$ cat src/sv/lzs_pkg.sv
// Shared types and constants for the LZ slide decompressor.
package lzs_pkg;

   localparam int HIST_DEPTH = 4096;
   localparam int ADDR_W     = 12;
   localparam int PC_W       = 13;
   localparam int LANES      = 8;
   localparam int LANE_W     = 3;
   localparam int ROW_W      = ADDR_W - LANE_W;
   localparam int ROWS       = HIST_DEPTH / LANES;
   localparam int CNT_W      = 4;
   localparam int REM_W      = 9;

   localparam logic [REM_W-1:0] PAIR_BASE  = 9'd2;
   localparam logic [REM_W-1:0] EXTRA_BASE = 9'd18;

   typedef enum logic [1:0] {
      ERR_NONE  = 2'd0,
      ERR_TRUNC = 2'd1,
      ERR_DIST  = 2'd2
   } err_type;

   typedef struct packed {
      logic [7:0] data_byte;
      logic       last_byte;
   } req_type;

   typedef struct packed {
      logic [7:0]       out_byte0;
      logic [7:0]       out_byte1;
      logic [7:0]       out_byte2;
      logic [7:0]       out_byte3;
      logic [7:0]       out_byte4;
      logic [7:0]       out_byte5;
      logic [7:0]       out_byte6;
      logic [7:0]       out_byte7;
      logic [CNT_W-1:0] byte_count;
      logic             run_end;
      logic             stream_done;
      logic [1:0]       error_code;
   } rsp_type;

   typedef logic [LANES-1:0][7:0] lane_bytes_type;

   typedef struct packed {
      logic              en;
      logic [ADDR_W-1:0] base;
   } hist_rd_type;

   typedef struct packed {
      logic              en;
      logic [ADDR_W-1:0] base;
      logic [CNT_W-1:0]  count;
      lane_bytes_type    bytes;
   } hist_wr_type;

endpackage

$ cat src/sv/lzs_lane_align.sv
// Maps history read bytes onto output lanes, repeating short-distance patterns.
module lzs_lane_align import lzs_pkg::*; (
   input  lane_bytes_type   src,
   input  logic [PC_W-1:0]  distance,
   input  logic [PC_W-1:0]  produced,
   input  logic [CNT_W-1:0] count,
   output lane_bytes_type   lanes
);

   logic [LANES-1:0][LANE_W-1:0] src_idx;
   logic [LANES-1:0]             in_range;

   function automatic logic [LANE_W-1:0] small_mod(input logic [LANE_W-1:0] k,
                                                   input logic [LANE_W-1:0] d);
      logic [LANE_W-1:0] r;
      r = k;
      for (int i = 0; i < LANES - 1; i++) begin
         if (r >= d) r = r - d;
      end
      return r;
   endfunction

   // bytes sourced before the stream start read as zero
   always_comb begin
      for (int k = 0; k < LANES; k++) begin
         src_idx[k]  = (distance < PC_W'(LANES)) ? small_mod(LANE_W'(k), distance[LANE_W-1:0])
                                                 : LANE_W'(k);
         in_range[k] = ({1'b0, distance} <= ({1'b0, produced} + (PC_W+1)'(src_idx[k])));
         lanes[k]    = ((CNT_W'(k) < count) && in_range[k]) ? src[src_idx[k]] : 8'h00;
      end
   end

endmodule

$ cat config.mk
export PLATFORM = sky130hd
export DESIGN_NAME = lzs_lane_align
export DESIGN_NICKNAME = d
export VERILOG_FILES = /design/src/sv/lzs_pkg.sv /design/src/sv/lzs_lane_align.sv
export SDC_FILE = /design/constraint.sdc
export NUM_CORES = 1
export LEC_CHECK = 0
export BUFFER_PORTS_ARGS = -buffer_cell sky130_fd_sc_hd__buf_2
export CAP_MARGIN = 40
export CORE_ASPECT_RATIO = 0.9
export CORE_MARGIN = 5
export CORE_UTILIZATION = 35
export DETAILED_ROUTE_END_ITERATION = 6
export GPL_ROUTABILITY_DRIVEN = 0
export PLACE_DENSITY = 0.49
export REMOVE_ABC_BUFFERS = 1
export SETUP_SLACK_MARGIN = 0.3
export SLEW_MARGIN = 25
export SYNTH_ARGS = -nofsm -noshare
export SYNTH_HDL_FRONTEND = slang
export SYNTH_SLANG_ARGS = --single-unit
export TNS_END_PERCENT = 30
$ cat constraint.sdc
create_clock -name vclk -period 28.4
set_clock_uncertainty 0.05 [all_clocks]
set_input_delay 4.26 -clock vclk [all_inputs]
set_output_delay 4.26 -clock vclk [all_outputs]
set_load 0.03 [all_outputs]
======== After elaboration in Yosys (flattened, before gate mapping) ========
Index checks and enable logic that the tools add are counted.
word-level totals
  output and inout bits ................... 64
  bits in registers ....................... 0
  bits of input ports ..................... 94
cells by class
  add/subtract/negate cells ............... 64
  magnitude comparators ................... 81
  reduce and logical (&&, ||, !) cells .... 8
  muxes and demuxes ....................... 88
operator list
  kind                 count
  $bmux 8 s3           8
  $mux 3               64
  $ge 3x3->1           48
  $sub 3x3->3          48
  $mux 8               16
  $add 13x3->14        8
  $le 13x14->1         8
  $lt 3x4->1 const B   8
  $lt 3x4->1 const A   4
  $lt 13x4->1 const B  1
  $ge 3x3->1 const A   4
  $sub 3x3->3 const A  4
  $logic_and 1x1->1    8
  $lt 1x4->1 const A   2
  $lt 2x4->1 const A   2
  $ge 1x3->1 const A   2
  $ge 2x3->1 const A   2
  $sub 1x3->3 const A  2
  $sub 2x3->3 const A  2

======== Depth between registers and ports, before layout ========
Gate-level depths: netlist (run 1).
  word-level depth ........................ 19
  gate-level depth with buffers ........... 69
  depth with buffers taken out ............ 63

======== Worst setup path before layout (run 1) ========
OpenSTA, ideal clock, no wires.
  path type ............................... input to output
  from .................................... in distance[1]
  to ...................................... out lanes[16] (netlist bit)
  required time ........................... 24.090 ns
  stages .................................. 66
  slack ................................... 6.791 ns
  arrival time ............................ 17.299 ns
  cell sequence ........................... buf_4 -> inv_1 -> clkbuf_1 -> ha_1 -> buf_2 -> buf_2 -> nor3_1 -> nor2_1 -> ha_1 -> or2_2 -> a21oi_1 -> a211o_1 -> inv_1 -> ha_1 -> nand2_1 -> a41oi_1 -> a21oi_1 -> nor4_1 -> (+30 left out) -> nand2_1 -> ha_1 -> nand3_1 -> o31ai_2 -> nand2_1 -> xor2_1 -> ha_1 -> a21o_1 -> a21o_1 -> a21oi_1 -> o21ai_0 -> a21o_1 -> a21o_1 -> a21oi_1 -> a31oi_1 -> nor2_1 -> a21oi_2 -> a21oi_1
RTL lines
  element          RTL line             RTL
  start, declared  lzs_lane_align.sv:4  input logic [PC_W-1:0] distance,
  end, declared    lzs_lane_align.sv:7  output lane_bytes_type lanes

==> results of run 1 <==
-- worst max-delay path: cells and delay by family --
family                     cells  cell delay [ns]
AOI/OAI and AO/OA             28             5.71
xor gates and xnor gates       1             0.18
adders and majority gates      9             2.93
buffers and inverters          9             2.52
and+or+nand+nor               17             3.29
-- routing by layer --
metal | vias up | part of all wire, % | global-route usage [%]
li1 | 7792 | - | -
met1 | 7982 | 46 | 33.5
met2 | 617 | 45 | 39.3
met3 | 98 | 6.2 | 2.03
met4 | 0 | 2.3 | 4.79
met5 | - | 0 | 0
-- cells in the mapped netlist (23+ instances only) --
master / count
nor2_1: 157
a21oi_1: 158
o21ai_0: 79
o211ai_1: 40
nand2_1: 157
clkbuf_1: 74
inv_1: 87
mux2_2: 87
nand3_1: 55
xor2_1: 53
nor3_1: 30
xnor2_1: 80
buf_2: 24
ha_1: 249
mux2i_1: 126
fa_1: 25
a21o_1: 78
nand4_1: 23
nand2b_1: 32
mux4_2: 31
a211oi_1: 35
-- per-stage QoR --
step	setup slack [ns]	instances	util, %
2_1_floorplan	5.90	1906	-
3_3_place_gp	5.72	2692	38.2
3_5_place_dp	5.49	2702	38.5
4_1_cts	5.42	2702	38.5
5_1_grt	4.04	2703	38.5
6_report	5.14	2703	38.5
-- cell type report --
cell class | instances | area [um^2] | share of cell area [%]
tap | 600 | 751 | 4.43
multi-input combinational | 1815 | 14700 | 86.8
inverter | 91 | 342 | 2.02
timing repair buffer | 197 | 1150 | 6.78
-- report_power, final --
group	leakage (nW)	total [W]	internal, W	switching (W)
registers	0	0	0	0
clock network	0	0	0	0
logic	7.24	0.000911	0.000357	0.000554
total	7.24	0.000911	0.000357	0.000554
-- logic make-up after synthesis --
| family | after synthesis | share of synthesized area [%] |
|---|---|---|
| buf+inv | 215 | 5.82 |
| simple gates | 535 | 16.1 |
| mux | 249 | 19.5 |
| xor+xnor | 133 | 7.51 |
| fa+ha+maj | 274 | 23.3 |
| compound gates | 624 | 27.8 |
-- worst paths after layout --
check / start / slack (ns) / end
worst min-delay path: src[3] / 9.11 / lanes[35]
worst max-delay path: distance[1] / 5.14 / lanes[22]
==> results by group, run 1 <==
Detailed routing
  – Initial drt markers: between 1,000 and 1,500
  – Antenna-violating nets left: 0
  – Vias per inst: a little over 6
  – Via Count: 16,500
  – Drt first pass iters: 5
  – DR DRC count: 0
  – Wire per inst: 22.5 um
  – Routed WL: between 60,000 and 70,000 um

Synthesis
  – Area share of the largest cell type after synthesis: around a fifth
  – Synthesis Warnings: 0
  – Synth top area cells: ha_1 20%, mux2i_1 8.1%, mux2_2 6.3%
  – Post-synth top area cell: ha_1
  – Mapped Area: between 15,000 and 20,000 um^2
  – Syn Area/Cell: about 7.6 um^2
  – Synth cell types: 95
  – Post-synthesis sequential area ratio: 0%
  – Cell count after synthesis: 2,030

Power
  – Worst vdd ir: 54.9 uV
  – P_leak: 7.24 nW
  – Tot Pwr: roughly 0.00091 W
  – P per Cell Area: roughly 54 nW/um^2

Critical path
  – Crit-path max cell delay: between 0.5 and 0.6 ns
  – CP endpoint kind: output port
  – Worst setup SP type: input port
  – Required @ worst endpoint: between 20 and 25 ns
  – Worst EP arrival: approximately 19 ns
  – Crit-path max FO: 34
  – CP max-delay cell: o31ai_2
  – CP dominant cell by count: ha_1
  – CP Class: in2out

Worst hold path
  – HP Class: in2out
  – Hold Path Depth: 5

Layout
  – FFs & Latches: 0
  – FILL cells: between 4,000 and 5,000
  – FF+latch area: 0 um^2
  – Commonest non-fill, non-tap cells in the layout: 249 x ha_1, 157 x a21oi_1, 157 x buf_2
  – Syn-to-layout area delta: 9.27%
  – Clock buffer count: 0
  – Antenna cells: 0
  – Post-route cell area: approximately 17,000 um^2
  – Layout cells sized above 1: around 18%
  – Most common cell after layout, fill and taps aside: ha_1
  – Nets@finish: around 2,500

Timing
  – Worst rel slew slack: 42.4%
  – Min Tclk post-route: about 23 ns
  – Final Slew Violations: 0
  – Max Freq: between 40 and 50 MHz
  – TNS Setup: 0 ns
  – Final count of hold timing violations: 0
  – # setup viols final: 0
  – Worst slew pin tran: ~0.86 ns
  – WHS: approximately 9 ns
  – RSZ-0062 raised after global routing: no
  – Tcrit/Tclk final: approximately four fifths

Floorplan
  – Starting Density: 35.2%
  – Die Span X: between 200 and 250 um
  – DIE AREA: around 49,000 um^2
  – Row count: 73
  – I/O pin total: about 160
  – Die H: 210 um
  – Core area: approximately 44,000 um^2

Place
  – Number of port buffers: 158
  – Placed cell areas: between 15,000 and 20,000 um^2
  – HPWL after detailed placement: roughly 45,000 um

CTS
  – Post_cts resized: 0
  – CTS Hold Buffers Added: 0
  – Post-CTS setup repair buffer count: 0

Global routing
  – Total GRT Usage: between 20% and 30%
  – Grt total ovfl: 0
  – Largest net degree at the start of global routing: 55
  – Vias in the first global route: approximately 16,000
  – First-pass GRT wire length: 93,200 um
  – Initial antenna violation count: 0

Run
  – MaxCap Viol Count: 0

Outcome
  – Status: finished, final reports clean
No activity file was read; power rests on OpenSTA's default activity.
==> run 2, diff against run 1 <==
- ABC_AREA: unset -> 1
- clock period: 28.4 -> 23.1 ns (I/O delays scaled with it)
==> run 2 against run 1 <==
Via count is 8.9% higher. Critical path depth down 5. Sequential share of layout area unchanged. Routed wire length grew 4.4%. Count of clock-buffer cells in the layout unchanged. Flip-flop and latch count unchanged. Non-clock buffer count fell by 8. Critical path type unchanged. Critical endpoint is now lanes[8].
==> results by group, run 2 <==
Timing
  – Max Freq: about 50 MHz
  – Tcrit/Tclk final: 86.2%
  – Min Tclk post-route: around 20 ns
  – Final count of hold timing violations: 0 (unchanged)
  – Worst slew pin tran: 0.870 ns (was 0.864 ns)
  – # setup viols final: 0 (unchanged)
  – Final Slew Violations: 0 (unchanged)
  – RSZ-0062 raised after global routing: no (unchanged)
  – TNS Setup: 0 ns (unchanged)
  – Worst rel slew slack: 42.0% (was 42.4%)

Synthesis
  – Synthesis Warnings: 0 (unchanged)
  – Synth cell types: 68 (was 95)
  – Syn Area/Cell: 6.05 um^2 (was 7.64 um^2)
  – Synth top area cells: ha_1 21%, nand2_1 12%, a21oi_1 8.1% (was ha_1 20%, mux2i_1 8.1%, mux2_2 6.3%)
  – Commonest cells in the netlist: 493 x nand2_1, 250 x inv_1, 249 x ha_1, 239 x a21oi_1, 225 x o21ai_0 (was 249 x ha_1, 158 x a21oi_1, 157 x nand2_1, 157 x nor2_1, 126 x mux2i_1)
  – Top-count cell post-synth: nand2_1 (was ha_1)
  – Post-synthesis sequential area ratio: 0% (unchanged)
  – Cell count after synthesis: 2,448 (was 2,030)
  – Mapped Area: 14,800 um^2 (was 15,500 um^2)
  – Post-synth top area cell: ha_1 (unchanged)
  – Area share of the largest cell type after synthesis: 21.0% (was 20.1%)

Power
  – Tot Pwr: 0.00127 W (was 0.000911 W)
  – Worst vdd ir: 112 uV (was 54.9 uV)
  – P per Cell Area: 78.7 nW/um^2 (was 53.7 nW/um^2)
  – P_leak: 8.21 nW (was 7.24 nW)

Global routing
  – First-pass GRT wire length: 96,700 um (was 93,200 um)
  – Total GRT Usage: 26.0% (was 23.6%)
  – Vias in the first global route: 16,800 (was 16,000)
  – Initial antenna violation count: 4 (was 0)
  – Grt total ovfl: 0 (unchanged)
  – Largest net degree at the start of global routing: 74 (was 55)

Place
  – HPWL after detailed placement: 47,300 um (was 44,500 um)
  – Number of port buffers: 158 (unchanged)

Layout
  – Final Core Density: 38.5% (about the same)
  – Layout cells sized above 1: 12.3% (was 17.7%)
  – FF+latch area: 0 um^2 (unchanged)
  – Syn-to-layout area delta: 8.91% (was 9.27%)
  – Most common cell after layout, fill and taps aside: nand2_1 (was ha_1)
  – FFs & Latches: 0 (unchanged)
  – Nets@finish: 2,905 (was 2,473)
  – Clock buffer count: 0 (unchanged)
  – Commonest non-fill, non-tap cells in the layout: 493 x nand2_1, 250 x inv_1, 249 x ha_1 (was 249 x ha_1, 157 x a21oi_1, 157 x buf_2)
  – FILL cells: 4,628 (was 4,746)

Run
  – MaxCap Viol Count: 0 (unchanged)

Floorplan
  – Die H: 205 um (was 210 um)
  – Die Span X: 227 um (was 232 um)
  – Row count: 71 (was 73)
  – Core area: 41,800 um^2 (was 44,000 um^2)
  – I/O pin total: 158 (unchanged)
  – Starting Density: 35.4% (was 35.2%)
  – DIE AREA: 46,500 um^2 (was 48,600 um^2)

Critical path
  – CP endpoint kind: output port (unchanged)
  – CP max-delay cell: a311oi_1 (was o31ai_2)
  – Worst setup SP type: input port (unchanged)
  – Worst EP arrival: 16.40 ns (was 18.95 ns)
  – Required @ worst endpoint: 19.59 ns (was 24.09 ns)
  – Crit-path max FO: 26 (was 34)
  – CP Class: in2out (unchanged)
  – CP dominant cell by count: a21oi_1 (was ha_1)
  – Crit-path max cell delay: 0.51 ns (was 0.52 ns)

Detailed routing
  – Initial drt markers: 1,836 (was 1,474)
  – M1 WL: 27,900 um (was 28,100 um)
  – Via Count: 18,000 (was 16,500)
  – Wire per inst: 20.6 um (was 22.5 um)
  – WL met3: 6570 um (was 3750 um)
  – Drt first pass iters: 6 (was 5)
  – Met2 Routed Length: 27,100 um (was 27,500 um)
  – Antenna-violating nets left: 0 (unchanged)
  – Routed WL: 63,400 um (was 60,700 um)
  – Top Metal Used: met5 (was met4)
  – Vias per inst: 5.82 (was 6.10)
  – DR DRC count: 0 (unchanged)

Outcome
  – Status: finished, final reports clean (unchanged)

Worst hold path
  – HP Class: in2out (unchanged)

CTS
  – Post-CTS setup repair buffer count: 0 (unchanged)
  – Post_cts resized: 0 (unchanged)
  – CTS Hold Buffers Added: 0 (unchanged)
run 2: final cells by class:
type                       count  area [um^2]  share of cell area [%]
inverter                     272         1030                    6.36
tap                          547          684                    4.24
antenna                        1         2.50                  0.0155
timing repair buffer         189         1090                    6.73
multi-input combinational   2074        13300                    82.6
run 2: cells by family (layout without fill, tap and decap cells):
group,after synthesis,after routing,synth area share (%)
other,0,1,0
muxes,12,12,0.896
adders and majority gates,274,274,24.4
buffers and inverters,374,461,10.2
AOI/OAI and AO/OA,682,682,26.7
and+or+nand+nor,973,973,29.9
xor gates and xnor gates,133,133,7.92
run 2: layer usage:
layer	vias to the layer above	global-route usage, %
li1	8692	-
met1	8257	36.6
met2	869	40.6
met3	132	4.99
met4	2	6.83
met5	-	0
run 2: path summary, 6_finish.rpt:
| check | startpoint | to | slack [ns] | depth (start not counted) |
|---|---|---|---|---|
| setup / recovery | distance[2] | lanes[8] | 3.18 | 59 |
| hold / removal | src[58] | lanes[34] | 7.40 | 4 |
run 2: critical path: cells and delay by family:
family	cells	cell delay [ns]
xor+xnor	1	0.16
compound gates	28	5.80
mux	1	0.40
fa+ha+maj	8	2.69
buf+inv	11	2.69
simple gates	10	1.14
run 2: power breakdown:
part	switching [W]	internal, W
Clock	0	0.00000000000584
Combinational	0.000843	0.000427
Sequential	0	0
run 2: metrics by stage:
step	worst slack, ns	area [um^2]	std cells	hold WS, ns
2_1_floorplan	4.34	14300	2346	7.19
3_3_place_gp	2.97	16000	3074	7.40
3_5_place_dp	3.29	16100	3080	7.39
4_1_cts	3.26	16100	3080	7.40
5_1_grt	2.22	16100	3082	7.42
6_report	3.18	16100	3083	7.40
==> run 3, diff against run 2 <==
- CORE_UTILIZATION: 35 -> 60
- PLACE_DENSITY: 0.49 -> 0.78
==> run 3 against run 2 <==
The run now ends with design-rule violations left. Count of clock-buffer cells in the layout did not move. Maximum frequency fell by 2.6%. Power rose by 0.49%. First-iteration DRC count rose by 35%. Sequential share of layout area did not move. Die area fell by 40%. Flip-flop and latch count did not move. Combinational power barely moved. Design area fell by 2.0%. Non-clock buffer count fell by 2. Critical path type unchanged. Critical endpoint is now lanes[38].
==> results by group, run 3 (synthesized netlist as in run 2, its figures left out) <==
Outcome
  – Status: finished with violations (was finished, final reports clean)
  – Violated checks: design-rule violations

Layout
  – Layout cells sized above 1: 12.2% (was 12.3%)
  – FILL cells: 2,326 (was 4,628)
  – FFs & Latches: 0 (unchanged)
  – Post-route cell area: 15,800 um^2 (was 16,100 um^2)
  – Final Core Density: 65.2% (was 38.5%)
  – Multi-input logic area: 13,300 um^2 (about the same)
  – Commonest non-fill, non-tap cells in the layout: 493 x nand2_1, 250 x inv_1, 249 x ha_1 (unchanged)
  – FF+latch area: 0 um^2 (unchanged)
  – Most common cell after layout, fill and taps aside: nand2_1 (unchanged)
  – Nets@finish: 2,903 (was 2,905)
  – Clock buffer count: 0 (unchanged)
  – Non-Filler Instances: 2,842 (was 3,083)
  – Syn-to-layout area delta: 6.75% (was 8.91%)

Power
  – Combinational share of power: 100.0% (about the same)
  – Cell Int Power: 0.000430 W (was 0.000427 W)
  – Worst vdd ir: 152 uV (was 112 uV)
  – Sw power: 0.000847 W (was 0.000843 W)
  – P per Cell Area: 80.7 nW/um^2 (was 78.7 nW/um^2)
  – Flop pwr share: 0% (about the same)
  – P_leak: 8.20 nW (was 8.21 nW)
  – Net Sw Frac: 66.3% (was 66.4%)
  – Clock share of power: 0% (about the same)

Global routing
  – First-pass GRT wire length: 89,900 um (was 96,700 um)
  – Vias in the first global route: 17,700 (was 16,800)
  – Initial antenna violation count: 2 (was 4)
  – Largest net degree at the start of global routing: 66 (was 74)
  – Grt total ovfl: 0 (unchanged)
  – Total GRT Usage: 38.1% (was 26.0%)

Timing
  – Min Tclk post-route: 20.44 ns (was 19.92 ns)
  – Worst slew pin tran: 0.910 ns (was 0.870 ns)
  – RSZ-0062 raised after global routing: no (unchanged)
  – # setup viols final: 0 (unchanged)
  – Max Freq: 48.9 MHz (was 50.2 MHz)
  – Tcrit/Tclk final: 88.5% (was 86.2%)
  – Final Slew Violations: 0 (unchanged)
  – Final count of hold timing violations: 0 (unchanged)
  – Worst rel slew slack: 38.9% (was 42.0%)
  – TNS Setup: 0 ns (unchanged)

Critical path
  – Critical path origin: distance[0] (was distance[2])
  – Crit-path max FO: 28 (was 26)
  – CP Class: in2out (unchanged)
  – CP max-delay cell: clkinv_1 (was a311oi_1)
  – Worst EP arrival: 16.93 ns (was 16.40 ns)
  – Required @ worst endpoint: 19.59 ns (about the same)
  – Crit-path max cell delay: 0.72 ns (was 0.51 ns)
  – CP dominant cell by count: ha_1 (was a21oi_1)
  – Worst setup SP type: input port (unchanged)
  – CP endpoint kind: output port (unchanged)

Detailed routing
  – Antenna-violating nets left: 0 (unchanged)
  – Routed WL: 56,800 um (was 63,400 um)
  – Wire per inst: 20.0 um (was 20.6 um)
  – Via Count: 18,900 (was 18,000)
  – Vias per inst: 6.64 (was 5.82)
  – DR DRC count: 9 (was 0)
  – Initial drt markers: 2,475 (was 1,836)
  – Drt first pass iters: 7 (was 6)

Worst hold path
  – HP Class: in2out (unchanged)
  – Min-delay src: src[58] (unchanged)

Floorplan
  – I/O pin total: 158 (unchanged)
  – Row count: 54 (was 71)
  – Core area: 24,300 um^2 (was 41,800 um^2)
  – Starting Density: 61.1% (was 35.4%)
  – Die Span X: 176 um (was 227 um)
  – Die H: 159 um (was 205 um)
  – DIE AREA: 27,900 um^2 (was 46,500 um^2)

Run
  – MaxCap Viol Count: 0 (unchanged)

CTS
  – Post_cts resized: 0 (unchanged)
  – CTS Hold Buffers Added: 0 (unchanged)
  – Post-CTS setup repair buffer count: 0 (unchanged)

Place
  – HPWL after detailed placement: 41,300 um (was 47,300 um)
  – Number of port buffers: 158 (unchanged)
  – Inst Count DP: 2,838 (was 3,080)
  – Placed cell areas: 15,700 um^2 (was 16,100 um^2)
[run 3: layer usage]
metal	vias to the layer above	GRT usage, %	part of all wire (%)
met5	-	1.56	0.11
met4	4	16.6	6.0
met3	351	10.4	14
met2	1402	59.1	41
met1	8435	49.3	39
li1	8677	-	-
[run 3: worst paths after layout]
| kind | to | slack, ns | depth (start not counted) |
|---|---|---|---|
| worst max-delay path | lanes[38] | 2.66 | 63 |
| worst min-delay path | lanes[34] | 7.41 | 4 |
[run 3: metrics by stage]
| step | hold slack (ns) | setup slack (ns) | power, W |
|---|---|---|---|
| final | 7.41 | 2.66 | 0.00128 |
| after global routing | 7.43 | 2.01 | 0.00143 |
| after CTS | 7.40 | 3.28 | 0.00125 |
| after detailed placement | 7.40 | 3.32 | 0.00124 |
| after floorplan | 7.19 | 4.34 | 0.000962 |
| after global placement | 7.40 | 3.60 | 0.00119 |
[run 3: cell type report]
| class | count | share of cell area (%) |
|---|---|---|
| Timing Repair Buffer | 187 | 6.73 |
| Multi-Input combinational cell | 2074 | 84.3 |
| Inverter | 272 | 6.49 |
| Tap cell | 308 | 2.44 |
| Antenna cell | 1 | 0.0158 |
[run 3: critical path, delay by kind of cell]
family,cells,cell delay (ns)
AO/OA/AOI/OAI,21,4.73
adder cells (fa/ha/maj),10,3.14
buffers and inverters,10,2.41
AND/OR/NAND/NOR,19,2.39
multiplexers,2,0.58
XOR/XNOR,1,0.17
[run 3: power by group through the flow]
stage,Clock (W),Combinational (W),Sequential (W)
3_3_place_gp,0,0.00119,0
5_1_grt,0.00000000000581,0.00143,0
2_1_floorplan,0,0.000962,0
6_report,0.00000000000582,0.00128,0
3_5_place_dp,0,0.00124,0
4_1_cts,0,0.00125,0
